===== src/hdl/kst_pkg.sv =====
package kst_pkg;

	localparam int KEY_W = 32;
	localparam int VAL_W = 8;

	localparam logic [1:0] REQ_SEARCH = 2'd0;
	localparam logic [1:0] REQ_INSERT = 2'd1;
	localparam logic [1:0] REQ_DELETE = 2'd2;

	localparam logic [1:0] ST_OK   = 2'd0;
	localparam logic [1:0] ST_MISS = 2'd1;
	localparam logic [1:0] ST_FULL = 2'd2;

	typedef struct packed {
		logic             valid;
		logic [KEY_W-1:0] key;
		logic [VAL_W-1:0] val;
	} slot_t;

	typedef struct packed {
		logic load;
		logic clr_wr;
		logic rd;
		logic commit;
	} kst_cmd_t;

	typedef struct packed {
		logic cnt_last;
	} kst_stat_t;

endpackage


===== src/hdl/kst_ctrl.sv =====
module kst_ctrl (
	input  logic               clk,
	input  logic               arst_n,
	input  logic               start,
	output logic               busy,
	output kst_pkg::kst_cmd_t  cmd,
	input  kst_pkg::kst_stat_t stat
);
	import kst_pkg::*;

	typedef enum logic [2:0] {
		S_CLEAR,
		S_IDLE,
		S_SCAN,
		S_FLUSH,
		S_COMMIT
	} state_t;

	state_t state_q;
	logic   busy_q;

	always_ff @(posedge clk or negedge arst_n) begin
		if (!arst_n) begin
			state_q <= S_CLEAR;
			busy_q  <= 1'b1;
		end else begin
			case (state_q)
				S_CLEAR: begin
					if (stat.cnt_last) begin
						state_q <= S_IDLE;
						busy_q  <= 1'b0;
					end
				end
				S_IDLE: begin
					if (start) begin
						state_q <= S_SCAN;
						busy_q  <= 1'b1;
					end
				end
				S_SCAN: begin
					if (stat.cnt_last) begin
						state_q <= S_FLUSH;
					end
				end
				S_FLUSH: begin
					state_q <= S_COMMIT;
				end
				S_COMMIT: begin
					state_q <= S_IDLE;
					busy_q  <= 1'b0;
				end
				default: begin
					state_q <= S_CLEAR;
					busy_q  <= 1'b1;
				end
			endcase
		end
	end

	assign busy       = busy_q;
	assign cmd.load   = (state_q == S_IDLE) && start;
	assign cmd.clr_wr = (state_q == S_CLEAR);
	assign cmd.rd     = (state_q == S_SCAN);
	assign cmd.commit = (state_q == S_COMMIT);

`ifndef SYNTHESIS
	a_accept_busy: assert property (@(posedge clk) disable iff (!arst_n)
		start && !busy |=> busy)
		else $error("busy not raised after a transfer");
`endif

endmodule


===== src/hdl/kst_dp.sv =====
module kst_dp #(
	parameter int ENTRIES = 16
) (
	input  logic                      clk,
	input  logic                      arst_n,
	input  kst_pkg::kst_cmd_t         cmd,
	output kst_pkg::kst_stat_t        stat,
	input  logic [1:0]                req_type,
	input  logic [kst_pkg::KEY_W-1:0] key,
	input  logic [kst_pkg::VAL_W-1:0] entry_value,
	output logic                      done,
	output logic [1:0]                status,
	output logic [kst_pkg::VAL_W-1:0] found_value
);
	import kst_pkg::*;

	localparam int AW = $clog2(ENTRIES);

	slot_t            mem [ENTRIES];
	slot_t            rdata_q;
	logic [AW-1:0]    cnt_q;
	logic [AW-1:0]    addr_s1;
	logic             rd_s1;

	logic [1:0]       req_q;
	logic [KEY_W-1:0] key_q;
	logic [VAL_W-1:0] val_q;

	logic             hit_q;
	logic             free_q;
	logic [AW-1:0]    hit_idx_q;
	logic [AW-1:0]    free_idx_q;
	logic [VAL_W-1:0] hit_val_q;

	logic             done_q;
	logic [1:0]       status_q;
	logic [VAL_W-1:0] found_q;

	logic             cnt_last;
	logic             we;
	logic [AW-1:0]    wa;
	slot_t            wd;

	assign cnt_last      = (cnt_q == AW'(ENTRIES - 1));
	assign stat.cnt_last = cnt_last;

	always_ff @(posedge clk or negedge arst_n) begin
		if (!arst_n) begin
			cnt_q <= '0;
			rd_s1 <= 1'b0;
		end else begin
			rd_s1 <= cmd.rd;
			if (cmd.load) begin
				cnt_q <= '0;
			end else if (cmd.clr_wr || cmd.rd) begin
				cnt_q <= cnt_last ? '0 : cnt_q + AW'(1);
			end
		end
	end

	// write port: clearing pass or commit of the current request
	always_comb begin
		we = 1'b0;
		wa = cnt_q;
		wd = '0;
		if (cmd.clr_wr) begin
			we = 1'b1;
		end else if (cmd.commit) begin
			case (req_q)
				REQ_INSERT: begin
					we = !hit_q && free_q;
					wa = free_idx_q;
					wd = '{valid: 1'b1, key: key_q, val: val_q};
				end
				REQ_DELETE: begin
					we = hit_q;
					wa = hit_idx_q;
				end
				default: begin
					we = 1'b0;
				end
			endcase
		end
	end

	always_ff @(posedge clk) begin
		if (we) begin
			mem[wa] <= wd;
		end
		if (cmd.rd) begin
			rdata_q <= mem[cnt_q];
			addr_s1 <= cnt_q;
		end
	end

	// request latch and scan bookkeeping; first match and lowest free slot win
	always_ff @(posedge clk or negedge arst_n) begin
		if (!arst_n) begin
			hit_q  <= 1'b0;
			free_q <= 1'b0;
		end else if (cmd.load) begin
			hit_q  <= 1'b0;
			free_q <= 1'b0;
		end else if (rd_s1) begin
			if (rdata_q.valid && (rdata_q.key == key_q) && !hit_q) begin
				hit_q <= 1'b1;
			end
			if (!rdata_q.valid && !free_q) begin
				free_q <= 1'b1;
			end
		end
	end

	always_ff @(posedge clk) begin
		if (cmd.load) begin
			req_q <= req_type;
			key_q <= key;
			val_q <= entry_value;
		end
		if (rd_s1 && !cmd.load) begin
			if (rdata_q.valid && (rdata_q.key == key_q) && !hit_q) begin
				hit_idx_q <= addr_s1;
				hit_val_q <= rdata_q.val;
			end
			if (!rdata_q.valid && !free_q) begin
				free_idx_q <= addr_s1;
			end
		end
	end

	always_ff @(posedge clk or negedge arst_n) begin
		if (!arst_n) begin
			done_q <= 1'b0;
		end else begin
			done_q <= cmd.commit;
		end
	end

	always_ff @(posedge clk) begin
		if (cmd.commit) begin
			status_q <= ST_MISS;
			found_q  <= '0;
			case (req_q)
				REQ_SEARCH: begin
					if (hit_q) begin
						status_q <= ST_OK;
						found_q  <= hit_val_q;
					end
				end
				REQ_INSERT: begin
					if (!hit_q) begin
						status_q <= free_q ? ST_OK : ST_FULL;
					end
				end
				REQ_DELETE: begin
					if (hit_q) begin
						status_q <= ST_OK;
					end
				end
				default: begin
					status_q <= ST_MISS;
				end
			endcase
		end
	end

	assign done        = done_q;
	assign status      = status_q;
	assign found_value = found_q;

`ifndef SYNTHESIS
	a_done_after_commit: assert property (@(posedge clk) disable iff (!arst_n)
		done |-> $past(cmd.commit))
		else $error("result strobe without commit");
	a_scan_drained: assert property (@(posedge clk) disable iff (!arst_n)
		cmd.commit |-> !rd_s1)
		else $error("commit before last slot was evaluated");
	a_no_rd_wr: assert property (@(posedge clk) disable iff (!arst_n)
		!(cmd.rd && (cmd.clr_wr || cmd.commit)))
		else $error("slot read and write in the same cycle");
	a_value_on_hit: assert property (@(posedge clk) disable iff (!arst_n)
		done && (found_value != '0) |-> (status == ST_OK))
		else $error("nonzero value without a hit");
`endif

endmodule


===== src/hdl/keyed_set_table_core.sv =====
// Key/value table of ENTRIES slots with unique 32-bit keys. A request
// (search, insert, delete) transfers when start is high and busy is low;
// it scans every slot through the single memory read port, one slot per
// cycle, then commits; the next request can transfer only after the
// commit. The result appears on status/found_value in the cycle after
// the commit, marked by done for exactly one cycle; the receiver cannot
// stall it, so it must take it then. A new request may transfer in that
// same cycle. After reset the block clears the valid flag of every slot,
// one per cycle, and holds busy high until the clearing pass is done.
module keyed_set_table_core #(
	parameter int ENTRIES = 16
) (
	input  logic                      clk,
	input  logic                      arst_n,
	input  logic                      start,
	output logic                      busy,
	input  logic [1:0]                req_type,
	input  logic signed [31:0]        key,
	input  logic [7:0]                entry_value,
	output logic                      done,
	output logic [1:0]                status,
	output logic [7:0]                found_value
);
	import kst_pkg::*;

	kst_cmd_t  cmd;
	kst_stat_t stat;

	kst_ctrl u_ctrl (
		.clk    (clk),
		.arst_n (arst_n),
		.start  (start),
		.busy   (busy),
		.cmd    (cmd),
		.stat   (stat)
	);

	kst_dp #(
		.ENTRIES (ENTRIES)
	) u_dp (
		.clk         (clk),
		.arst_n      (arst_n),
		.cmd         (cmd),
		.stat        (stat),
		.req_type    (req_type),
		.key         (key),
		.entry_value (entry_value),
		.done        (done),
		.status      (status),
		.found_value (found_value)
	);

endmodule


===== config.mk =====
export PLATFORM = sky130hd
export DESIGN_NAME = keyed_set_table_core
export DESIGN_NICKNAME = d
export VERILOG_FILES = /design/src/hdl/kst_pkg.sv /design/src/hdl/kst_ctrl.sv /design/src/hdl/kst_dp.sv /design/src/hdl/keyed_set_table_core.sv
export SDC_FILE = /design/constraint.sdc
export NUM_CORES = 1
export LEC_CHECK = 0
export BUFFER_PORTS_ARGS = -buffer_cell sky130_fd_sc_hd__buf_4
export CORE_MARGIN = 2
export CORE_UTILIZATION = 50
export DETAILED_ROUTE_END_ITERATION = 8
export PLACE_DENSITY = 0.74
export SETUP_SLACK_MARGIN = 0.05
export SYNTH_ARGS = -nofsm -noshare
export SYNTH_HDL_FRONTEND = slang
export SYNTH_SLANG_ARGS = --single-unit

===== constraint.sdc =====
create_clock -name clk -period 5.1 [get_ports clk]
set_input_delay 0.255 -clock clk [delete_from_list [all_inputs] [get_ports clk]]
set_output_delay 0.255 -clock clk [all_outputs]
set_load 0.01 [all_outputs]

Word-level counts from Yosys, hierarchy flattened:

Memories as Yosys holds them, arrays and structs flattened. A register that Yosys moved wholly into a read port is not among the register bits.
Cells that the tools add are included.

* bits in registers: 84
* word-level logic and storage cells: 87
* memory bits (writable): 656
* memories kept: 1
* output and inout port bits: 12
* bits of input ports: 45

* reduce and logical (&&, ||, !) cells: 26
* equal/unequal tests: 11
* muxes and demuxes: 31
* bitwise logic cells: 1
* $add $sub $neg: 1

Memories
* u_dp.mem: words 16, width 41, rd ports 1, clocked after memory_dff 1, wr ports 1, RTL line kst_dp.sv:19 `slot_t mem [ENTRIES];`

Operators by type and width (count)
* $mux 41: 3
* $eq 32x32->1: 1
* $mux 4: 5
* $pmux 3 s5: 1
* $mux 1: 13
* $reduce_and 2->1: 5
* $mux 3: 3
* $pmux 4 s2: 1
* $reduce_bool 2->1: 4
* $eq 3x2->1 const B: 2
* $logic_and 1x1->1: 6
* $ne 2x2->1 const B: 3
* $reduce_and 3->1: 2
* $add 4x1->4 const B: 1
* $eq 4x4->1 const B: 1
* $logic_not 1->1: 4
* $mux 2: 2
* $pmux 1 s4: 1
* $pmux 2 s2: 1
* $reduce_or 2->1: 2
* $eq 3x1->1 const B: 1
* $eq 3x3->1 const B: 1
* $logic_not 3->1: 1
* $eq 2x1->1 const B: 1
* 5 further kinds: 5

Logic depth before layout (Yosys ltp):

Gate-level depths: netlist of run 1.

* depth in word-level cells: 7
* mapped depth: 8
* gate-level depth less buffers: 7

Modules after synthesis:

A second synthesis of run 1 with hierarchy kept.

* cells, all modules: 1230
* area, all modules: 29568.4 um^2

Modules (own cells, without submodules)
* kst_dp: area each 29346.9 um^2, cells each 1208, instances 1, seq. area each 23292.3 um^2
* kst_ctrl: area each 221.5 um^2, cells each 22, instances 1, seq. area each 101.3 um^2

Worst setup path before layout of run 1:

OpenSTA, ideal clock, no wires.

* path kind: flip-flop to flip-flop
* from: register u_ctrl.state_q[0]
* to: register u_dp.addr_s1[0], enable pin
* data required time: 4594 ps
* arrival time: 3733 ps
* period minus slack after synthesis: 4239 ps
* library setup time: 506 ps
* setup slack: 861 ps
* cell stages (with the launch flop): 3
* path buffers: 1
* cell sequence: dfrtp_1 -> clkbuf_1 -> nor3_1

RTL lines
* start: declaration: RTL line kst_ctrl.sv:19 `state_t state_q;`
* start signal: assignment: RTL line kst_ctrl.sv:24 `state_q <= S_CLEAR;`
* start signal: assignment: RTL line kst_ctrl.sv:30 `state_q <= S_IDLE;`
* start signal: assignment: RTL line kst_ctrl.sv:36 `state_q <= S_SCAN;`
* end signal: assignment: RTL line kst_dp.sv:92 `addr_s1 <= cnt_q;`
* end: declaration: RTL line kst_dp.sv:22 `logic [AW-1:0] addr_s1;`

Worst setup path after layout of run 1:

* from: register u_dp.req_q[0]
* to: memory u_dp.mem[6][19] (netlist name), enable pin

* cells in the longest elaborated chain, start to end: 6
* elaborated cells between the ends (all ways): 10
* classes of those cells: eq/ne: 2; mux: 8

RTL lines
* start: declaration: RTL line kst_dp.sv:25 `logic [1:0] req_q;`
* start signal: assignment: RTL line kst_dp.sv:116 `req_q <= req_type;`
* $eq 2x2->1 or $eq 2x1->1 (tied branches): RTL line kst_dp.sv:69 `case (req_q)`
* $pmux 1 s2: RTL line kst_dp.sv:69
* $mux 1: RTL line kst_dp.sv:68 `end else if (cmd.commit) begin`
* $mux 1: RTL line kst_dp.sv:66 `if (cmd.clr_wr) begin`
* $mux 1: RTL line kst_dp.sv:87 `if (we) begin`
* $mux 1 (implied by the code): RTL line kst_dp.sv:88 `mem[wa] <= wd;`
* end: declaration: RTL line kst_dp.sv:19

Parallel ways exist; a longest one is shown, timed or not.

==> results.yml, run 1 <==
run_status:
  status: "finished clean"
cells_and_area:
  final_cell_count_no_fill: 2217
  fillers: 4026
  layout_common_cells: "edfxtp_1, mux4_2, buf_4"
  fin_nets: 1433
  area_delta_synth_final_pct: 14.83
  final_common_cell: "edfxtp_1"
  diodes: 0
  drive_gt1_share_pct: 29.16
cts:
  root_buffer: "clkbuf_16"
  numCtsBuffers: 78
  path_clk_slew_ns: 0.06
  cts_tree: "done"
  clkSinkCount: 781
  htreeDepth: 3
  worstSkewPairLatency_ns: 0.61
  post_cts_buffers: 0
  clock_path_buffers: 3
  ctsResizeCount: 0
route:
  wirelength_um: 59810
  drt-wirelength-per-cell_um: 26.98
  ant_nets: 0
  viasPerCell: 5.962
  dr.first_iter.drc_count: 1268
  via_count: 13220
  firstDrtPassIters: 5
  drc: 0
synthesis:
  yosysSeqAreaShare_pct: 79.24
  synth_nets: 1283
  syn_avg_cell_area_sq_um: 23.94
  synth_top_area_share_pct: 78.22
  ys_seq_elements: 781
  synth_flop_cell: "edfxtp_1"
  synthDistinctLibCells: 38
  synth_area_leaders: "edfxtp_1, mux4_2, dfrtp_1"
  synth_area_sq_um: 29520
  async_reset_ff_share_pct: 1.536
  synth_cells: 1233
  synth_top_area_cell: "edfxtp_1"
  synth_warnings: 0
  synth_edf_count: 769
timing:
  fin_skew_ns: 0.01332
  max_clock_freq_mhz: 276.8
  period_needed_ns: 3.612
  slew-limit-headroom_pct: 24.36
  finalSetupViolations: 0
  worst_pin_slew_ns: 1.135
  hold_viol: 0
  slew_violations: 0
  rsz0062_at_grt: "false"
  setup_tns_ns: 0
  finalCritPeriodShare_pct: 70.83
global_routing:
  global_route.overflow_total: 0
  antenna_found_initial: 0
  track_usage_pct: 20.29
  grt_max_degree: 104
  grt_pass1_wl_um: 89150
  grt_pass1_vias: 13560
critical_path:
  r2r_setup_slack_ns: 1.49
  arrival_ns: 3.90
  startpoint_type: "register"
  crit_path_end_kind: "register"
  crit_type: "register to register"
  required_ns: 5.39
  worstPathMaxFanout: 30
floorplanning:
  core_sq_um: 58690
  fp.dieW_um: 247.0
  dieHeight_um: 247.0
  initial_utilization_pct: 50.30
  boundaryPins: 57
  rows: 89
  die_area_sq_um: 61000
power_and_ir_drop:
  leakagePower_nw: 10.25
  p_per_area_nw_per_um2: 524.6
  irDropWorstVdd_mv: 0.3831
placed_design:
  hpwlAfterDp_um: 33330
  finalWeightedCongestion: 0.7597
  portBuffers: 56
  dp_cells: 2033
min_path:
  worstHoldPathType: "primary input to asynchronous set/reset pin"
job:
  drv_cap: 0
metrics by stage:
stage          worst slack [ns]  area [sq um]  util (%)  total power [mW]  hold WS (ns)
6_report                  1.488         33900     57.76             17.78       0.04511
5_1_grt                   1.333         33900     57.76             18.46       0.04153
4_1_cts                   1.512         33900     57.76             17.98       0.02132
3_5_place_dp              1.564         31030     52.88             12.47        0.1165
3_3_place_gp              1.608         31030     52.88             12.38        0.1117
2_1_floorplan            0.8610         29520         -             11.31      -0.04059
critical path, stage by stage, from the launching register on:
cell and delay [ns]:
edfxtp_1 0.39, inv_1 0.08, ha_1 0.29, nor4bb_1 0.27
buf_4 0.23, mux2i_1 0.23, nand2_1 0.10, or2_1 0.38
nor2_4 0.92, buf_4 0.39
what timing repair did:
action,in CTS,in global routing
setup endpoints to repair,0,0
hold buffers,43,0
hold endpoints to repair,54,0
final timing paths:
kind,startpoint,end,cells past startpoint
setup reg to reg,u_dp.req_q[0],u_dp.mem[6][19],9
max in group asynchronous,arst_n,u_ctrl.busy,2
setup / recovery,u_dp.req_q[0],u_dp.mem[6][19],9
hold reg to reg,u_dp.rdata_q[7],u_dp.hit_val_q[7],0
min in group clk,start,u_ctrl.state_q[0],4
hold / removal,arst_n,u_dp.done,2
flip-flops by register name (all words and copies together), names as in the netlist:
signal and flops:
u_dp.rd_s1 1, u_dp.hit_q 1, u_dp.val_q 8, u_dp.done 1, u_dp.addr_s1 4, u_dp.hit_val_q 8
u_dp.found_value 8, u_dp.rdata_q 41, u_dp.req_q 2, u_dp.mem 656, u_dp.cnt_q 4, u_dp.free_idx_q 4
u_dp.hit_idx_q 4, u_dp.free_q 1, u_dp.status 2, u_ctrl.busy 1, u_dp.key_q 32, u_ctrl.state_q 3
metal layers:
layer | track usage, % | routed length (um) | share of wire, %
met1 | 27.65 | 24000 | 40
met2 | 33.89 | 30460 | 51
met3 | 3.549 | 3666 | 6.1
met4 | 6.042 | 1688 | 2.8
met5 | 0 | 0 | 0
cell type report:
class / instances / area (sq um) / area share, %
well taps: 773 / 967.2 / 2.853
multi-input cells: 387 / 5938 / 17.52
inverters: 8 / 30.03 / 0.08859
repair buffers: 127 / 1124 / 3.315
clock inverters: 43 / 385.4 / 1.137
flip-flops and latches: 781 / 23410 / 69.05
clock buffers: 98 / 2047 / 6.039
cell usage after synthesis (all sizes together), types with 4 or more instances:
master,n
a21oi,9
a31oi,5
and2,40
and3,10
buf,31
clkbuf,26
dfrtp,11
edfxtp,769
ha,5
inv,8
mux4,205
nand2,8
nand2b,4
nor2,24
nor3,6
nor4,7
o21ai,5
xnor2,5
xor2,28
where the power goes:
group,switching (mW),leakage (nW),internal [mW]
Clock,2.31,1.18,3.16
Sequential,0.474,6.78,8.05
Combinational,1.94,2.30,1.85
cell families after synthesis:
family	Yosys count	synth area share, %
mux	206	15.67
compound gates	27	0.5510
flops	781	79.24
xor+xnor	33	0.9791
simple gates	116	2.200
fa+ha+maj	5	0.2119
buf+inv	65	1.140
Power figures use the tool's default switching activity.
==> inputs of run 2 (changes only) <==
--- a/config.mk
+++ b/config.mk
@@ -9,7 +9,7 @@
 export CORE_MARGIN = 2
 export CORE_UTILIZATION = 50
 export DETAILED_ROUTE_END_ITERATION = 8
-export PLACE_DENSITY = 0.74
+export PLACE_DENSITY = 0.76
 export SETUP_SLACK_MARGIN = 0.05
 export SYNTH_ARGS = -nofsm -noshare
 export SYNTH_HDL_FRONTEND = slang
==> constraint.sdc (replaced) <==
create_clock -name clk -period 3.2 [get_ports clk]
set_input_delay 0.16 -clock clk [delete_from_list [all_inputs] [get_ports clk]]
set_output_delay 0.16 -clock clk [all_outputs]
set_load 0.01 [all_outputs]
==> run 2 against run 1 <==
Effect of this change:
- count of clock-buffer cells in the layout decreased by 6
- critical path type unchanged
- non-clock buffer count up 36
- sequential share of layout area is 1.1 points lower
- wire length rose by 7.2%
- design area up 1.6%
==> results.yml, run 2 (synthesized netlist as in run 1, its figures left out) <==
power_and_ir_drop:
  p_total_mw: 28.88
  p_per_area_nw_per_um2: 838.6
  leakagePower_nw: 10.52
  irDropWorstVdd_mv: 0.5589
min_path:
  worstHoldPathType: "primary input to asynchronous set/reset pin"
critical_path:
  r2r_setup_slack_ns: 0.17
  crit_slowest_cell: "a31oi_1"
  cpMostUsedCell: "buf_4"
  startpoint_type: "register"
  reg2reg_from: "u_dp.req_q[0]"
  required_ns: 3.52
  worstPathMaxFanout: 17
  arrival_ns: 3.35
  critical_path.max_stage_delay_ns: 0.82
  reg2regPathDepth: 8
  crit_type: "register to register"
  crit_path_end_kind: "register"
  r2r-end: "u_dp.mem[8][17]"
  cp_cell_sequence: "inv_1 > ha_1 > nor4bb_1 > buf_4 > nor3_1 > a31oi_1 > nor2_4 > buf_4"
placed_design:
  portBuffers: 56
  hpwlAfterDp_um: 34200
  finalWeightedCongestion: 0.7995
  place_area_sq_um: 31600
cts:
  numCtsBuffers: 76
  clkSinkCount: 781
  root_buffer: "clkbuf_16"
  worstSkewPairLatency_ns: 0.62
  ctsResizeCount: 0
  clock_path_buffers: 3
  path_clk_slew_ns: 0.06
  htreeDepth: 3
  post_cts_buffers: 0
  cts_tree: "done"
cells_and_area:
  largest_register_ffs: 656
  post-route-util_pct: 58.69
  final_common_cell: "edfxtp_1"
  drive_gt1_share_pct: 30.89
  fin_nets: 1467
  area_delta_synth_final_pct: 16.68
  largest_registers: "u_dp.mem x656, u_dp.rdata_q x41, u_dp.key_q x32"
  fin_area_sq_um: 34440
  layout_common_cells: "edfxtp_1, mux4_2, buf_4"
  regMostFlops: "u_dp.mem"
floorplanning:
  rows: 89
  dieHeight_um: 247.0
  fp.dieW_um: 247.0
  boundaryPins: 57
  die_area_sq_um: 61000
  core_sq_um: 58690
  initial_utilization_pct: 50.30
global_routing:
  grt_pass1_vias: 13980
  antenna_found_initial: 1
  grt_max_degree: 64
  global_route.overflow_total: 0
  track_usage_pct: 21.73
  grt_pass1_wl_um: 94240
route:
  drt-wirelength-per-cell_um: 28.54
  wirelength_um: 64130
  ant_nets: 0
  via_count: 13680
  firstDrtPassIters: 5
  dr.first_iter.drc_count: 1648
  drc: 0
  viasPerCell: 6.089
run_status:
  status: "finished clean"
timing:
  hold_viol: 0
  rsz0062_at_grt: "false"
  slew-limit-headroom_pct: 25.84
  max_clock_freq_mhz: 329.9
  fin_skew_ns: 0.02521
  finalSetupViolations: 0
  worst_pin_slew_ns: 1.107
  period_needed_ns: 3.031
  slew_violations: 0
  holdWs_ns: 0.03406
  finalCritPeriodShare_pct: 94.72
job:
  drv_cap: 0
## run 2: cell count changes in the layout (fill, tap and decap cells not counted), sizes merged
cell	previous run	this run
buf	84	118
clkbuf	98	92
clkinv	28	30
clkinvlp	4	2
diode	0	1
dlygate4sd3	43	45
inv	13	12
## run 2: how the worst max path moves through the flow
stage	end	start	slack, ns
2_1_floorplan	u_dp.mem[5][0]	u_dp.req_q[0]	-0.61
3_3_place_gp	u_dp.mem[11][10]	u_dp.req_q[0]	0.35
3_5_place_dp	u_dp.mem[8][10]	u_dp.req_q[0]	0.30
4_1_cts	u_dp.mem[8][17]	u_dp.req_q[0]	0.22
5_1_grt	u_dp.mem[8][17]	u_dp.req_q[0]	0.05
6_report	u_dp.mem[8][17]	u_dp.req_q[0]	0.17
## run 2: metrics by stage
step	setup WS, ns	TNS (ns)	instances
after CTS	0.2203	0	2246
after detailed placement	0.3049	0	2067
after floorplan	-0.6059	-255.38	1233
after global placement	0.3515	0	2067
final	0.1690	0	2247
after global routing	0.05448	0	2246
## run 2: per-layer routing
layer,share of wire [%],global-route usage (%),up-vias,routed length [um]
met1,39,29.75,7241,24720
met5,0,0,-,0
li1,-,-,5573,-
met2,50,35.10,762,32140
met4,2.3,7.087,0,1500
met3,9.0,4.830,106,5766
## run 2: timing repair
item | CTS | global route
hold endpoints to repair | 56 | 0
setup endpoints to repair | 0 | 0
hold buffers | 45 | 0
## run 2: worst max-delay path: cells and delay by family (launching register included)
family	cells	cell delay, ns
buffers and inverters	3	0.61
and+or+nand+nor	3	0.58
AOI/OAI and AO/OA	1	0.82
adders and majority gates	1	0.31
DFF	1	0.39
## run 2: area by class of cell
type,count,area [sq um]
repair buffers,163,1699
fillers,3914,24240
flip-flops and latches,781,23410
well taps,773,967.2
clock inverters,42,369.1
inverters,8,30.03
multi-input cells,387,5944
diodes,1,2.502
clock buffers,92,2026
## run 2: power by group
part / switching, mW / internal, mW
Sequential: 0.595 / 12.8
Clock: 3.69 / 5.00
Combinational: 3.50 / 3.27
Total: 7.79 / 21.1
